**src/rtl/core/qsfb_pkg.sv**
```systemverilog
`default_nettype none
// ----------------------------------------------------------------------------
// qsfb_pkg
// Types and constants shared by the symbol frame builder modules.
// ----------------------------------------------------------------------------
package qsfb_pkg;

    localparam int unsigned ByteW  = 8;
    localparam int unsigned SumW   = 16;
    localparam int unsigned SymW   = 2;
    localparam int unsigned IdxW   = 5;

    localparam logic [SymW-1:0] FRAME_SYNC = 2'b11;

    // Symbol slots within one item's sequence
    localparam logic [IdxW-1:0] IDX_SYNC   = 5'd0;
    localparam logic [IdxW-1:0] IDX_LEN0   = 5'd1;
    localparam logic [IdxW-1:0] IDX_LEN1   = 5'd2;
    localparam logic [IdxW-1:0] IDX_LEN2   = 5'd3;
    localparam logic [IdxW-1:0] IDX_LEN3   = 5'd4;
    localparam logic [IdxW-1:0] IDX_DATA0  = 5'd5;
    localparam logic [IdxW-1:0] IDX_DATA1  = 5'd6;
    localparam logic [IdxW-1:0] IDX_DATA2  = 5'd7;
    localparam logic [IdxW-1:0] IDX_DATA3  = 5'd8;
    localparam logic [IdxW-1:0] IDX_CK0    = 5'd9;
    localparam logic [IdxW-1:0] IDX_CK1    = 5'd10;
    localparam logic [IdxW-1:0] IDX_CK2    = 5'd11;
    localparam logic [IdxW-1:0] IDX_CK3    = 5'd12;
    localparam logic [IdxW-1:0] IDX_CK4    = 5'd13;
    localparam logic [IdxW-1:0] IDX_CK5    = 5'd14;
    localparam logic [IdxW-1:0] IDX_CK6    = 5'd15;
    localparam logic [IdxW-1:0] IDX_CK7    = 5'd16;

    typedef struct packed {
        logic [ByteW-1:0] data_byte;
        logic [ByteW-1:0] msg_length;
    } t_in_item;

    typedef struct packed {
        logic [SymW-1:0] symbol;
        logic            frame_end;
        logic            run_last;
    } t_out_item;

    typedef struct packed {
        logic [ByteW-1:0] data_byte;
        logic [ByteW-1:0] msg_length;
        logic             header;
        logic             zero_len;
        logic             trailer;
        logic [SumW-1:0]  checksum;
    } t_desc;

endpackage
`default_nettype wire

```
**src/rtl/core/qsfb_prep.sv**
```systemverilog
`default_nettype none
// ----------------------------------------------------------------------------
// qsfb_prep
// Input register: latches one byte, updates position, length and checksum
// state, and holds the descriptor the sequencer walks through.
// ----------------------------------------------------------------------------
module qsfb_prep
    import qsfb_pkg::*;
(
    input  wire logic     i_clk,
    input  wire logic     i_rst_n,
    input  wire logic     i_take,
    input  wire t_in_item i_item,
    output t_desc         o_desc
);

    logic [ByteW-1:0] r_pos, n_pos;
    logic [ByteW-1:0] r_len, n_len;
    logic [SumW-1:0]  r_sum, n_sum;
    t_desc            r_desc, n_desc;

    logic [SumW-1:0]  base;
    logic [SumW-1:0]  total;
    logic [3:0]       dsum;
    logic [ByteW-1:0] pos_inc;
    logic             hdr;
    logic             zero;
    logic             done;

    always_comb begin
        hdr     = (r_pos == '0);
        zero    = hdr && (i_item.msg_length == '0);
        n_len   = hdr ? i_item.msg_length : r_len;
        base    = hdr ? {{(SumW-ByteW){1'b0}}, i_item.msg_length} : r_sum;
        dsum    = {2'b00, i_item.data_byte[7:6]} + {2'b00, i_item.data_byte[5:4]}
                + {2'b00, i_item.data_byte[3:2]} + {2'b00, i_item.data_byte[1:0]};
        total   = zero ? base : base + {{(SumW-4){1'b0}}, dsum};
        pos_inc = r_pos + 8'd1;
        done    = !zero && (pos_inc == n_len);

        n_pos = (zero || done) ? '0 : pos_inc;
        n_sum = (zero || done) ? '0 : total;

        n_desc.data_byte  = i_item.data_byte;
        n_desc.msg_length = i_item.msg_length;
        n_desc.header     = hdr;
        n_desc.zero_len   = zero;
        n_desc.trailer    = done;
        n_desc.checksum   = total;
    end

    always_ff @(posedge i_clk) begin
        if (!i_rst_n) begin
            r_pos <= '0;
            r_len <= '0;
            r_sum <= '0;
        end else if (i_take) begin
            r_pos <= n_pos;
            r_len <= n_len;
            r_sum <= n_sum;
        end
    end

    always_ff @(posedge i_clk) begin
        if (i_take) begin
            r_desc <= n_desc;
        end
    end

    assign o_desc = r_desc;

endmodule
`default_nettype wire

```
**src/rtl/core/qsfb_seq.sv**
```systemverilog
`default_nettype none
// ----------------------------------------------------------------------------
// qsfb_seq
// Symbol sequencer and result register: walks header, data and checksum
// slots of the held descriptor, one symbol per transfer.
// ----------------------------------------------------------------------------
module qsfb_seq
    import qsfb_pkg::*;
(
    input  wire logic  i_clk,
    input  wire logic  i_rst_n,
    input  wire logic  i_take,
    input  wire t_desc i_desc,
    input  wire logic  i_stall,
    output logic       o_ready,
    output logic       o_busy,
    output logic       o_valid,
    output t_out_item  o_res
);

    logic            r_busy;
    logic            r_fresh;
    logic [IdxW-1:0] r_idx, n_idx;
    logic            r_valid;
    t_out_item       r_res, n_res;

    logic [IdxW-1:0] cur;
    logic            adv;
    logic            last;
    logic [SymW-1:0] sym;

    always_comb begin
        cur  = r_fresh ? (i_desc.header ? IDX_SYNC : IDX_DATA0) : r_idx;
        adv  = r_busy && (!r_valid || !i_stall);
        last = (cur == IDX_CK7) || ((cur == IDX_DATA3) && !i_desc.trailer);

        if ((cur == IDX_LEN3) && i_desc.zero_len) begin
            n_idx = IDX_CK0;
        end else begin
            n_idx = cur + 5'd1;
        end

        case (cur)
            IDX_SYNC:  sym = FRAME_SYNC;
            IDX_LEN0:  sym = i_desc.msg_length[7:6];
            IDX_LEN1:  sym = i_desc.msg_length[5:4];
            IDX_LEN2:  sym = i_desc.msg_length[3:2];
            IDX_LEN3:  sym = i_desc.msg_length[1:0];
            IDX_DATA0: sym = i_desc.data_byte[7:6];
            IDX_DATA1: sym = i_desc.data_byte[5:4];
            IDX_DATA2: sym = i_desc.data_byte[3:2];
            IDX_DATA3: sym = i_desc.data_byte[1:0];
            IDX_CK0:   sym = i_desc.checksum[15:14];
            IDX_CK1:   sym = i_desc.checksum[13:12];
            IDX_CK2:   sym = i_desc.checksum[11:10];
            IDX_CK3:   sym = i_desc.checksum[9:8];
            IDX_CK4:   sym = i_desc.checksum[7:6];
            IDX_CK5:   sym = i_desc.checksum[5:4];
            IDX_CK6:   sym = i_desc.checksum[3:2];
            IDX_CK7:   sym = i_desc.checksum[1:0];
            default:   sym = '0;
        endcase

        n_res.symbol    = sym;
        n_res.frame_end = (cur == IDX_CK7);
        n_res.run_last  = last;

        o_ready = !r_busy || (adv && last);
    end

    always_ff @(posedge i_clk) begin
        if (!i_rst_n) begin
            r_busy  <= 1'b0;
            r_fresh <= 1'b0;
            r_idx   <= '0;
            r_valid <= 1'b0;
        end else begin
            if (i_take) begin
                r_busy  <= 1'b1;
                r_fresh <= 1'b1;
            end else if (adv) begin
                r_fresh <= 1'b0;
                r_idx   <= n_idx;
                if (last) begin
                    r_busy <= 1'b0;
                end
            end
            if (!r_valid || !i_stall) begin
                r_valid <= adv;
            end
        end
    end

    always_ff @(posedge i_clk) begin
        if (adv) begin
            r_res <= n_res;
        end
    end

    assign o_busy  = r_busy;
    assign o_valid = r_valid;
    assign o_res   = r_res;

endmodule
`default_nettype wire

```
**src/rtl/core/qam_symbol_frame_builder_unit.sv**
```systemverilog
`default_nettype none
// ----------------------------------------------------------------------------
// qam_symbol_frame_builder_unit
// A byte is held in the input register, then its first symbol is loaded into the
// result register; one symbol per cycle while the receiver does not stall.
// A byte yields 4, 9, 12, 13 or 17 symbols, one per result register load.
// The next byte is taken in the cycle its predecessor's last symbol is loaded.
// Reset (synchronous, active low) clears position, length, sum and valids.
// ----------------------------------------------------------------------------
module qam_symbol_frame_builder_unit
    import qsfb_pkg::*;
(
    input  wire logic     i_clk,
    input  wire logic     i_rst_n,
    input  wire logic     i_valid,
    output logic          o_stall,
    input  wire t_in_item i_item,
    output logic          o_valid,
    input  wire logic     i_stall,
    output t_out_item     o_res
);

    t_desc desc;
    logic  ready;
    logic  busy;
    logic  take;

    assign take    = i_valid && ready;
    assign o_stall = !ready;

    qsfb_prep u_prep (
        .i_clk   (i_clk),
        .i_rst_n (i_rst_n),
        .i_take  (take),
        .i_item  (i_item),
        .o_desc  (desc)
    );

    qsfb_seq u_seq (
        .i_clk   (i_clk),
        .i_rst_n (i_rst_n),
        .i_take  (take),
        .i_desc  (desc),
        .i_stall (i_stall),
        .o_ready (ready),
        .o_busy  (busy),
        .o_valid (o_valid),
        .o_res   (o_res)
    );

    a_end_is_last: assert property (@(posedge i_clk) disable iff (!i_rst_n)
        o_valid && o_res.frame_end |-> o_res.run_last)
        else $error("frame end without run last");

    a_take_busy: assert property (@(posedge i_clk) disable iff (!i_rst_n)
        take |=> busy)
        else $error("sequencer idle after transfer");

    a_reset_idle: assert property (@(posedge i_clk)
        !i_rst_n |=> !o_valid && !busy)
        else $error("activity after reset");

endmodule
`default_nettype wire

```
**config.mk**
```make
export PLATFORM = sky130hd
export DESIGN_NAME = qam_symbol_frame_builder_unit
export DESIGN_NICKNAME = d
export VERILOG_FILES = /design/src/rtl/core/qsfb_pkg.sv /design/src/rtl/core/qsfb_prep.sv /design/src/rtl/core/qsfb_seq.sv /design/src/rtl/core/qam_symbol_frame_builder_unit.sv
export SDC_FILE = /design/constraint.sdc
export NUM_CORES = 1
export LEC_CHECK = 0
export BUFFER_PORTS_ARGS = -buffer_cell sky130_fd_sc_hd__buf_2
export CORE_AREA = 4 4 122 89
export CTS_CLUSTER_DIAMETER = 150
export DETAILED_ROUTE_END_ITERATION = 10
export DIE_AREA = 0 0 126 93
export PLACE_DENSITY = 0.62
export SLEW_MARGIN = 20
export SYNTH_ARGS = -nofsm -noshare
export SYNTH_HDL_FRONTEND = slang
export SYNTH_SLANG_ARGS = --single-unit
```
**constraint.sdc**
```tcl
create_clock -name i_clk -period 4.6 [get_ports i_clk]
set_input_delay 1.38 -clock i_clk [delete_from_list [all_inputs] [get_ports i_clk]]
set_output_delay 1.38 -clock i_clk [all_outputs]
set_load 0.02 [all_outputs]
```
==> flow_summary.yaml, run 1 <==
global_route:
  antenna_found_initial: 0
  grt_usage_pct: 19.7
  grt_pass1_wl_um: 18200
  grt_overflow_total: 0
  grt_max_degree: 44
  grt_pass1_vias: 3460
timing:
  hold_viol_final: 0
  period_needed_ns: 4.50
  maxClockFrequency_ghz: 0.222
  finalCritPeriodShare_pct: 97.8
  setup_viol: 0
  relSlewSlack_pct: 54.9
  tightest_slew_ns: 0.669
  skew_ns: 0.00453
  maxSlewViolCount: 0
  finalSetupTns_ns: 0
  setup_ws_ns: 0.0998
die:
  die_h_um: 93
  ios: 26
  initial_core_util_pct: 44.8
  core_region_area_mm2: 0.00961
  rows: 30
  dieArea_mm2: 0.0117
  die_w_um: 126
drt:
  vias: 3705
  drc: 0
  vias_per_cell: 5.99
  drt_iter0_drc: 425
  ant_nets: 0
  totalWireLength_um: 11200
  firstDrtPassIters: 5
  wl_per_cell_um: 18.1
place:
  place_ws_ns: -0.303
  dp_hpwl_um: 7770
  port_buffers: 25
  gp_congestion: 0.938
status:
  outcome: "finished clean"
worst_setup_path:
  cp_max_fo: 7
  start_kind: "primary input"
  worst_setup_path_end_kind: "flip-flop"
  r2r_slack_ns: 1.06
  cp.arrival_ns: 4.78
  crit_type: "primary input to flip-flop"
  required_ns: 4.88
clock_tree:
  clockBufferDepth: 2
  cts_tree: "done"
  ctsHoldBuffers: 0
  clk_pin_slew_ns: 0.06
  cts-buffers-inserted: 9
  clock_sinks: 79
  cts_setup_buffers: 0
  cts_resized: 0
  clock_latency_ns: 0.34
  htree_levels: 3
  cts.root.buffer_cell: "clkbuf_16"
power_and_ir_drop:
  p_total_mw: 2.01
  peakVddDrop_mv: 0.206
  power.density_mw_per_mm2: 404
  leakage_nw: 1.85
min_path:
  hp-class: "flip-flop to flip-flop"
finish:
  area_growth_pct: 16.0
  layout.nets: 524
  antenna_cells: 0
  final_common_cell: "nand2_1"
  final_cell_mix: "nand2_1, dfxtp_1, edfxtp_1, a21oi_1, nor2_1"
  drive_above_1_share_pct: 15.1
logic_synthesis:
  synth.avg_cell_area_um2: 9.39
  async_flop_share_pct: 0
  seq_area_frac_synth_pct: 45.9
  synthDistinctLibCells: 55
  syn_area_mm2: 0.00430
  synth-edff-count: 39
  synth_fp_nets: 496
  netlist_instances: 458
  ys.warnings.count: 0
  ys_ff_latch: 79
  synth_ff_type: "dfxtp_1"
run:
  maxCapViolCount: 0
report_power, final:
group	switching, mW	total (mW)	internal (mW)
Combinational	0.236	0.407	0.171
Sequential	0.0287	0.833	0.805
Clock	0.282	0.773	0.490
Total	0.547	2.01	1.47
worst paths after layout:
check / endpoint / startpoint / depth (start not counted)
worst max register to register: u_prep.r_sum[14] / u_prep.r_pos[0] / 12
worst min-delay path: u_prep.r_sum[0] / u_prep.r_sum[0] / 2
worst min register to register: u_prep.r_sum[0] / u_prep.r_sum[0] / 2
worst max-delay path: u_prep.r_sum[14] / i_item[12] / 13
worst max-delay path, stage by stage:
cell	delay (ns)
buf_2	0.11
ha_1	0.22
fa_1	0.51
fa_1	0.41
ha_1	0.23
fa_1	0.48
ha_4	0.30
a21o_1	0.11
a21oi_1	0.07
o21bai_2	0.24
or3_4	0.39
a21oi_2	0.15
a32o_1	0.19
stage by stage:
stage | utilization [%] | instances | instance area (um2) | hold slack [ns]
after detailed placement | 48.0 | 603 | 4620 | 0.456
after global routing | 51.9 | 619 | 4990 | 0.487
final | 51.9 | 619 | 4990 | 0.472
after CTS | 51.4 | 619 | 4940 | 0.469
after global placement | 48.0 | 603 | 4620 | 0.445
after floorplan | - | 458 | 4310 | 0.432
cell families (layout without fill, tap and decap cells):
kind of cell | count (synthesis) | count (layout) | synth area share (%)
flip-flops | 79 | 79 | 45.9
multiplexers | 4 | 4 | 1.02
AND/OR/NAND/NOR | 167 | 167 | 19.6
adder cells (fa/ha/maj) | 18 | 18 | 6.11
buffers and inverters | 43 | 76 | 4.16
XOR/XNOR | 15 | 15 | 3.06
AO/OA/AOI/OAI | 132 | 132 | 20.2
cells in the mapped netlist (13+ instances only):
library cell  instances  area, um2
nand2_1              44        165
a21oi_1              41        205
dfxtp_1              40        801
edfxtp_1             39       1170
nor2_1               34        128
nand3_1              24        120
o21ai_0              22        110
clkbuf_1             17       63.8
nor3_1               17       85.1
inv_1                15       56.3
ha_1                 13        163
xnor2_1              13        114
sequential cells by signal, indices dropped and copies added, names as in the netlist:
register       flops
u_prep.o_desc     35
u_prep.r_len       8
u_prep.r_pos       8
u_prep.r_sum      16
u_seq.o_busy       1
u_seq.o_res        4
u_seq.o_valid      1
u_seq.r_fresh      1
u_seq.r_idx        5
cell type report:
class,instances,area [um2]
Timing Repair Buffer,43,264
Sequential cell,79,1970
Multi-Input combinational cell,336,2200
Inverter,17,63.8
Clock buffer,11,243
Fill cell,930,4620
Tap cell,128,160
Clock inverter,5,80.1
layer usage:
| layer | track usage, % | vias up | share of wire (%) |
|---|---|---|---|
| met5 | 0 | - | 0 |
| met3 | 5.71 | 19 | 6.7 |
| met1 | 27.4 | 1786 | 47 |
| met2 | 30.0 | 131 | 45 |
| li1 | - | 1769 | - |
| met4 | 5.45 | 0 | 1.7 |
No activity file was read; power rests on OpenSTA's default activity.
==> run 2, diff against run 1 <==
--- a/config.mk
+++ b/config.mk
@@ -11,6 +11,7 @@
 export DETAILED_ROUTE_END_ITERATION = 10
 export DIE_AREA = 0 0 126 93
 export PLACE_DENSITY = 0.62
+export SETUP_SLACK_MARGIN = 0.3
 export SLEW_MARGIN = 20
 export SYNTH_ARGS = -nofsm -noshare
 export SYNTH_HDL_FRONTEND = slang
==> run 2 against run 1 <==
  * Flip-flop and latch count unchanged
  * Hold slack worse by 0.014 ns
  * Die area unchanged
  * Cell area up 3.1%
  * Clock skew up 0.0013 ns
  * Global-route usage up 0.47 points
  * First-iteration DRC count down 23%
  * Critical path depth up 1
  * Clock power down 2%
  * Total power up 2.2%
  * Critical endpoint is now u_prep.r_sum[5]
  * Largest cell class unchanged
  * Largest power group unchanged
==> flow_summary.yaml, run 2 (synthesized netlist as in run 1, its figures left out) <==
power_and_ir_drop:
  power.density_mw_per_mm2: 400
  power_frac_comb_pct: 22.8
  peakVddDrop_mv: 0.217
  leakage_nw: 1.90
  p_int_mw: 1.48
  switchingPower_uw: 577
  p_seq_share_pct: 40.5
  p_total_mw: 2.06
  swShare_pct: 28.1
  clkPwrFrac_pct: 36.7
clock_tree:
  clock_sinks: 79
  cts-buffers-inserted: 9
  htree_levels: 3
  clockBufferDepth: 2
  clk_pin_slew_ns: 0.06
  cts.root.buffer_cell: "clkbuf_16"
  ctsHoldBuffers: 0
  cts_tree: "done"
  clock_latency_ns: 0.33
finish:
  largest_reg_flops: 35
  final_common_cell: "nand2_1"
  layout.nets: 528
  drive_above_1_share_pct: 17.8
  fin_cells: 623
  n_fill_cell: 919
  area_growth_pct: 19.6
  final_cell_mix: "nand2_1, dfxtp_1, edfxtp_1, a21oi_1, nor2_1"
  antenna_cells: 0
  finalInstanceArea_mm2: 0.00514
worst_setup_path:
  start_kind: "primary input"
  cp.arrival_ns: 4.57
  crit_type: "primary input to flip-flop"
  r2r_start: "u_prep.r_pos[0]"
  cp_max_fo: 4
  worst_setup_path_end_kind: "flip-flop"
  cp-startpoint: "i_item[12]"
  required_ns: 4.83
drt:
  firstDrtPassIters: 6
  drc: 0
  totalWireLength_um: 11600
  wl_per_cell_um: 18.6
  vias: 3744
  vias_per_cell: 6.01
  ant_nets: 0
  drt_iter0_drc: 326
timing:
  relSlewSlack_pct: 39.8
  period_needed_ns: 4.34
  rsz0062_at_grt: "yes"
  hold_viol_final: 0
  maxSlewViolCount: 0
  maxClockFrequency_ghz: 0.230
  setup_viol: 0
  setup_ws_ns: 0.255
  skew_ns: 0.00581
  finalCritPeriodShare_pct: 94.5
  tightest_slew_ns: 0.894
  hold_ws_ns: 0.458
place:
  dp_cells: 602
  placed_cell_area_mm2: 0.00469
  port_buffers: 25
  gp_congestion: 0.865
  place_ws_ns: -0.203
  dp_hpwl_um: 8190
global_route:
  grt_usage_pct: 20.2
  use_met2_pct: 31.5
  grt_pass1_vias: 3592
  grt_pass1_wl_um: 18700
  antenna_found_initial: 0
  grt_util_met1_pct: 28.1
  grt.met3_usage_pct: 4.45
  grt_overflow_total: 0
  grt_max_degree: 34
  top_usage_layer: "met2"
status:
  outcome: "finished clean"
run:
  maxCapViolCount: 0
min_path:
  hp-class: "flip-flop to flip-flop"
  hold_start: "u_prep.r_sum[0]"
die:
  core_region_area_mm2: 0.00961
  die_w_um: 126
  initial_core_util_pct: 44.8
  ios: 26
  dieArea_mm2: 0.0117
  die_h_um: 93
  rows: 30
run 2: cell types whose count changed in the layout (fill, tap and decap cells not counted), sizes merged:
cell    previous run  this run
buf               43        46
clkbuf            11         9
clkinv             4         6
a21oi             41        42
run 2: cell type report:
type	count	area (um2)	share of cell area (%)
Clock buffer	9	225	4.38
Tap cell	128	160	3.12
Inverter	17	63.8	1.24
Clock inverter	7	86.3	1.68
Sequential cell	79	1970	38.4
Timing Repair Buffer	46	332	6.45
Multi-Input combinational cell	337	2300	44.8
run 2: through the flow:
step / setup TNS, ns / util, %
after floorplan: 0 / -
after detailed placement: -2.41 / 48.8
after global placement: -1.29 / 48.8
after global routing: 0 / 53.5
final: 0 / 53.5
after CTS: 0 / 52.5
run 2: routing by layer:
layer  part of all wire, %  vias up
met1                    46     1809
met4                   1.5        2
met3                   6.5       22
met2                    45      138
li1                      -     1773
met5                  0.25        -
run 2: critical path, cell delays in order:
cell	delay [ns]
buf_8	0.10
ha_4	0.15
fa_1	0.49
fa_1	0.42
ha_2	0.20
fa_1	0.52
ha_4	0.21
a21o_4	0.23
a21oi_4	0.17
buf_12	0.14
nor2b_2	0.04
xnor2_1	0.16
mux2i_1	0.11
a32o_1	0.24
run 2: final timing paths:
| check | to | slack (ns) | cells past startpoint |
|---|---|---|---|
| max | u_prep.r_sum[5] | 0.26 | 14 |
| min | u_prep.r_sum[0] | 0.46 | 2 |
| max reg2reg | u_prep.r_sum[14] | 1.19 | 12 |
| min reg2reg | u_prep.r_sum[0] | 0.46 | 2 |
run 2: what timing repair did:
item	4_1_cts	5_1_grt
cloned	1	0
setup buffers	0	4
setup endpoints to repair	16	23
pin swaps	12	15
resized for setup	7	13
run 2: power groups by stage:
stage / Clock (mW) / Combinational (mW) / Sequential, mW
2_1_floorplan: 0 / 0.273 / 0.840
3_3_place_gp: 0 / 0.396 / 0.846
3_5_place_dp: 0 / 0.405 / 0.848
4_1_cts: 0.773 / 0.426 / 0.833
5_1_grt: 0.801 / 0.516 / 0.838
6_report: 0.755 / 0.469 / 0.833
==> run 3, diff against run 2 <==
--- a/config.mk
+++ b/config.mk
@@ -6,11 +6,12 @@
 export NUM_CORES = 1
 export LEC_CHECK = 0
 export BUFFER_PORTS_ARGS = -buffer_cell sky130_fd_sc_hd__buf_2
-export CORE_AREA = 4 4 122 89
+export CORE_AREA = 4 4 112 82
+export CTS_BUF_LIST = sky130_fd_sc_hd__clkbuf_8
 export CTS_CLUSTER_DIAMETER = 150
 export DETAILED_ROUTE_END_ITERATION = 10
-export DIE_AREA = 0 0 126 93
-export PLACE_DENSITY = 0.62
+export DIE_AREA = 0 0 116 86
+export PLACE_DENSITY = 0.72
 export SETUP_SLACK_MARGIN = 0.3
 export SLEW_MARGIN = 20
 export SYNTH_ARGS = -nofsm -noshare
==> run 3 against run 2 <==
  * Register-to-register slack got worse by 0.18 ns
  * Via count increased by 1.3%
  * Global-route usage increased by 3.5 points
  * Maximum frequency decreased by 1.6%
  * Clock-buffer cell count unchanged
  * Combinational power decreased by 4%
==> flow_summary.yaml, run 3 (synthesized netlist as in run 1, its figures left out) <==
status:
  outcome: "finished clean"
die:
  ios: 26
  die_w_um: 116
  die_h_um: 86
  rows: 28
  core_region_area_mm2: 0.00820
  initial_core_util_pct: 52.5
  dieArea_mm2: 0.00998
global_route:
  grt_util_met1_pct: 33.5
  grt_pass1_vias: 3583
  grt_usage_pct: 23.7
  grt_overflow_total: 0
  use_met2_pct: 35.7
  top_usage_layer: "met2"
  antenna_found_initial: 0
  grt.met3_usage_pct: 5.36
  grt_max_degree: 43
  grt_pass1_wl_um: 18300
timing:
  skew_ns: 0.00749
  hold_ws_ns: 0.471
  tightest_slew_ns: 0.803
  maxSlewViolCount: 0
  relSlewSlack_pct: 45.9
  finalCritPeriodShare_pct: 96.0
  hold_viol_final: 0
  period_needed_ns: 4.41
  maxClockFrequency_ghz: 0.227
  rsz0062_at_grt: "yes"
  setup_viol: 0
finish:
  finalInstanceArea_mm2: 0.00493
  antenna_cells: 0
  n_fill_cell: 714
  layout.nets: 524
  fin_cells: 596
  final_cell_mix: "nand2_1, dfxtp_1, edfxtp_1, a21oi_1, nor2_1"
  area_growth_pct: 14.5
  largest_reg_flops: 35
  final_common_cell: "nand2_1"
  drive_above_1_share_pct: 16.3
worst_setup_path:
  cp-startpoint: "i_item[12]"
  required_ns: 4.86
  cp_max_fo: 5
  worst_setup_path_end_kind: "flip-flop"
  crit_end: "u_prep.r_sum[7]"
  cp.arrival_ns: 4.68
  start_kind: "primary input"
  reg2reg_depth: 12
  r2r_slack_ns: 1.01
  r2r_end: "u_prep.r_sum[15]"
  r2r_start: "u_prep.r_pos[0]"
  crit_type: "primary input to flip-flop"
drt:
  vias: 3792
  firstDrtPassIters: 7
  vias_per_cell: 6.36
  totalWireLength_um: 11400
  ant_nets: 0
  drt_iter0_drc: 269
  drc: 0
  wl_per_cell_um: 19.0
run:
  maxCapViolCount: 0
clock_tree:
  cts_tree: "done"
  clock_sinks: 79
  clock_latency_ns: 0.36
  htree_levels: 3
  clk_pin_slew_ns: 0.08
  ctsHoldBuffers: 0
  cts.root.buffer_cell: "clkbuf_8"
  clockBufferDepth: 2
  cts-buffers-inserted: 9
power_and_ir_drop:
  p_total_mw: 1.85
  power.density_mw_per_mm2: 376
  leakage_nw: 1.81
  peakVddDrop_mv: 0.332
min_path:
  hp-class: "flip-flop to flip-flop"
place:
  dp_cells: 575
  gp_congestion: 0.892
  placed_cell_area_mm2: 0.00461
  dp_hpwl_um: 7760
  port_buffers: 25
[run 3: worst min-delay path by stage]
stage / slack (ns) / depth (start not counted) / startpoint / endpoint
global route: 0.47 / 2 / u_prep.r_sum[0] / u_prep.r_sum[0]
CTS: 0.47 / 2 / u_prep.r_sum[0] / u_prep.r_sum[0]
global placement: 0.45 / 2 / u_prep.r_sum[0] / u_prep.r_sum[0]
finish: 0.47 / 2 / u_prep.r_sum[0] / u_prep.r_sum[0]
floorplan: 0.43 / 2 / u_prep.r_sum[0] / u_prep.r_sum[0]
detailed placement: 0.45 / 2 / u_prep.r_sum[1] / u_prep.r_sum[1]
[run 3: worst max-delay path: stages]
cell and delay (ns):
buf_8 0.10, ha_4 0.15, fa_1 0.49, fa_1 0.43, ha_2 0.20, fa_1 0.53, ha_4 0.22, a21o_4 0.23
a21oi_4 0.22, buf_4 0.15, nor2_1 0.05, xnor2_1 0.16, a21oi_1 0.11, a32o_1 0.25
[run 3: report_power, final]
part / switching (mW) / internal, mW
sequential: 0.0328 / 0.803
clock: 0.262 / 0.302
combinational: 0.258 / 0.192
total: 0.553 / 1.30
[run 3: through the flow]
stage	utilization (%)	setup TNS (ns)	setup slack [ns]
after global placement	56.3	-1.19	-0.115
after floorplan	-	0	0.153
after detailed placement	56.3	-3.01	-0.233
after global routing	60.1	0	0.129
after CTS	59.4	0	0.261
final	60.1	0	0.186
[run 3: layer usage]
| metal | up-vias | share of wire (%) |
|---|---|---|
| met5 | - | 0 |
| li1 | 1766 | - |
| met4 | 0 | 1.8 |
| met3 | 23 | 7.7 |
| met2 | 167 | 46 |
| met1 | 1836 | 44 |
[run 3: area by class of cell]
type | count | area (um2) | area share, %
repair buffers | 42 | 269 | 5.46
clock inverters | 7 | 88.8 | 1.80
inverters | 17 | 63.8 | 1.30
clock buffers | 9 | 124 | 2.51
well taps | 105 | 131 | 2.67
multi-input cells | 337 | 2280 | 46.2
flip-flops and latches | 79 | 1970 | 40.0
[run 3: repair_timing]
action | in CTS | in global routing
hold endpoints to repair | 0 | 0
endpoints found under the setup margin | 19 | 20
buffers inserted | 0 | 4
pin swaps | 10 | 7
cloned | 1 | 0
gates resized for setup | 8 | 4
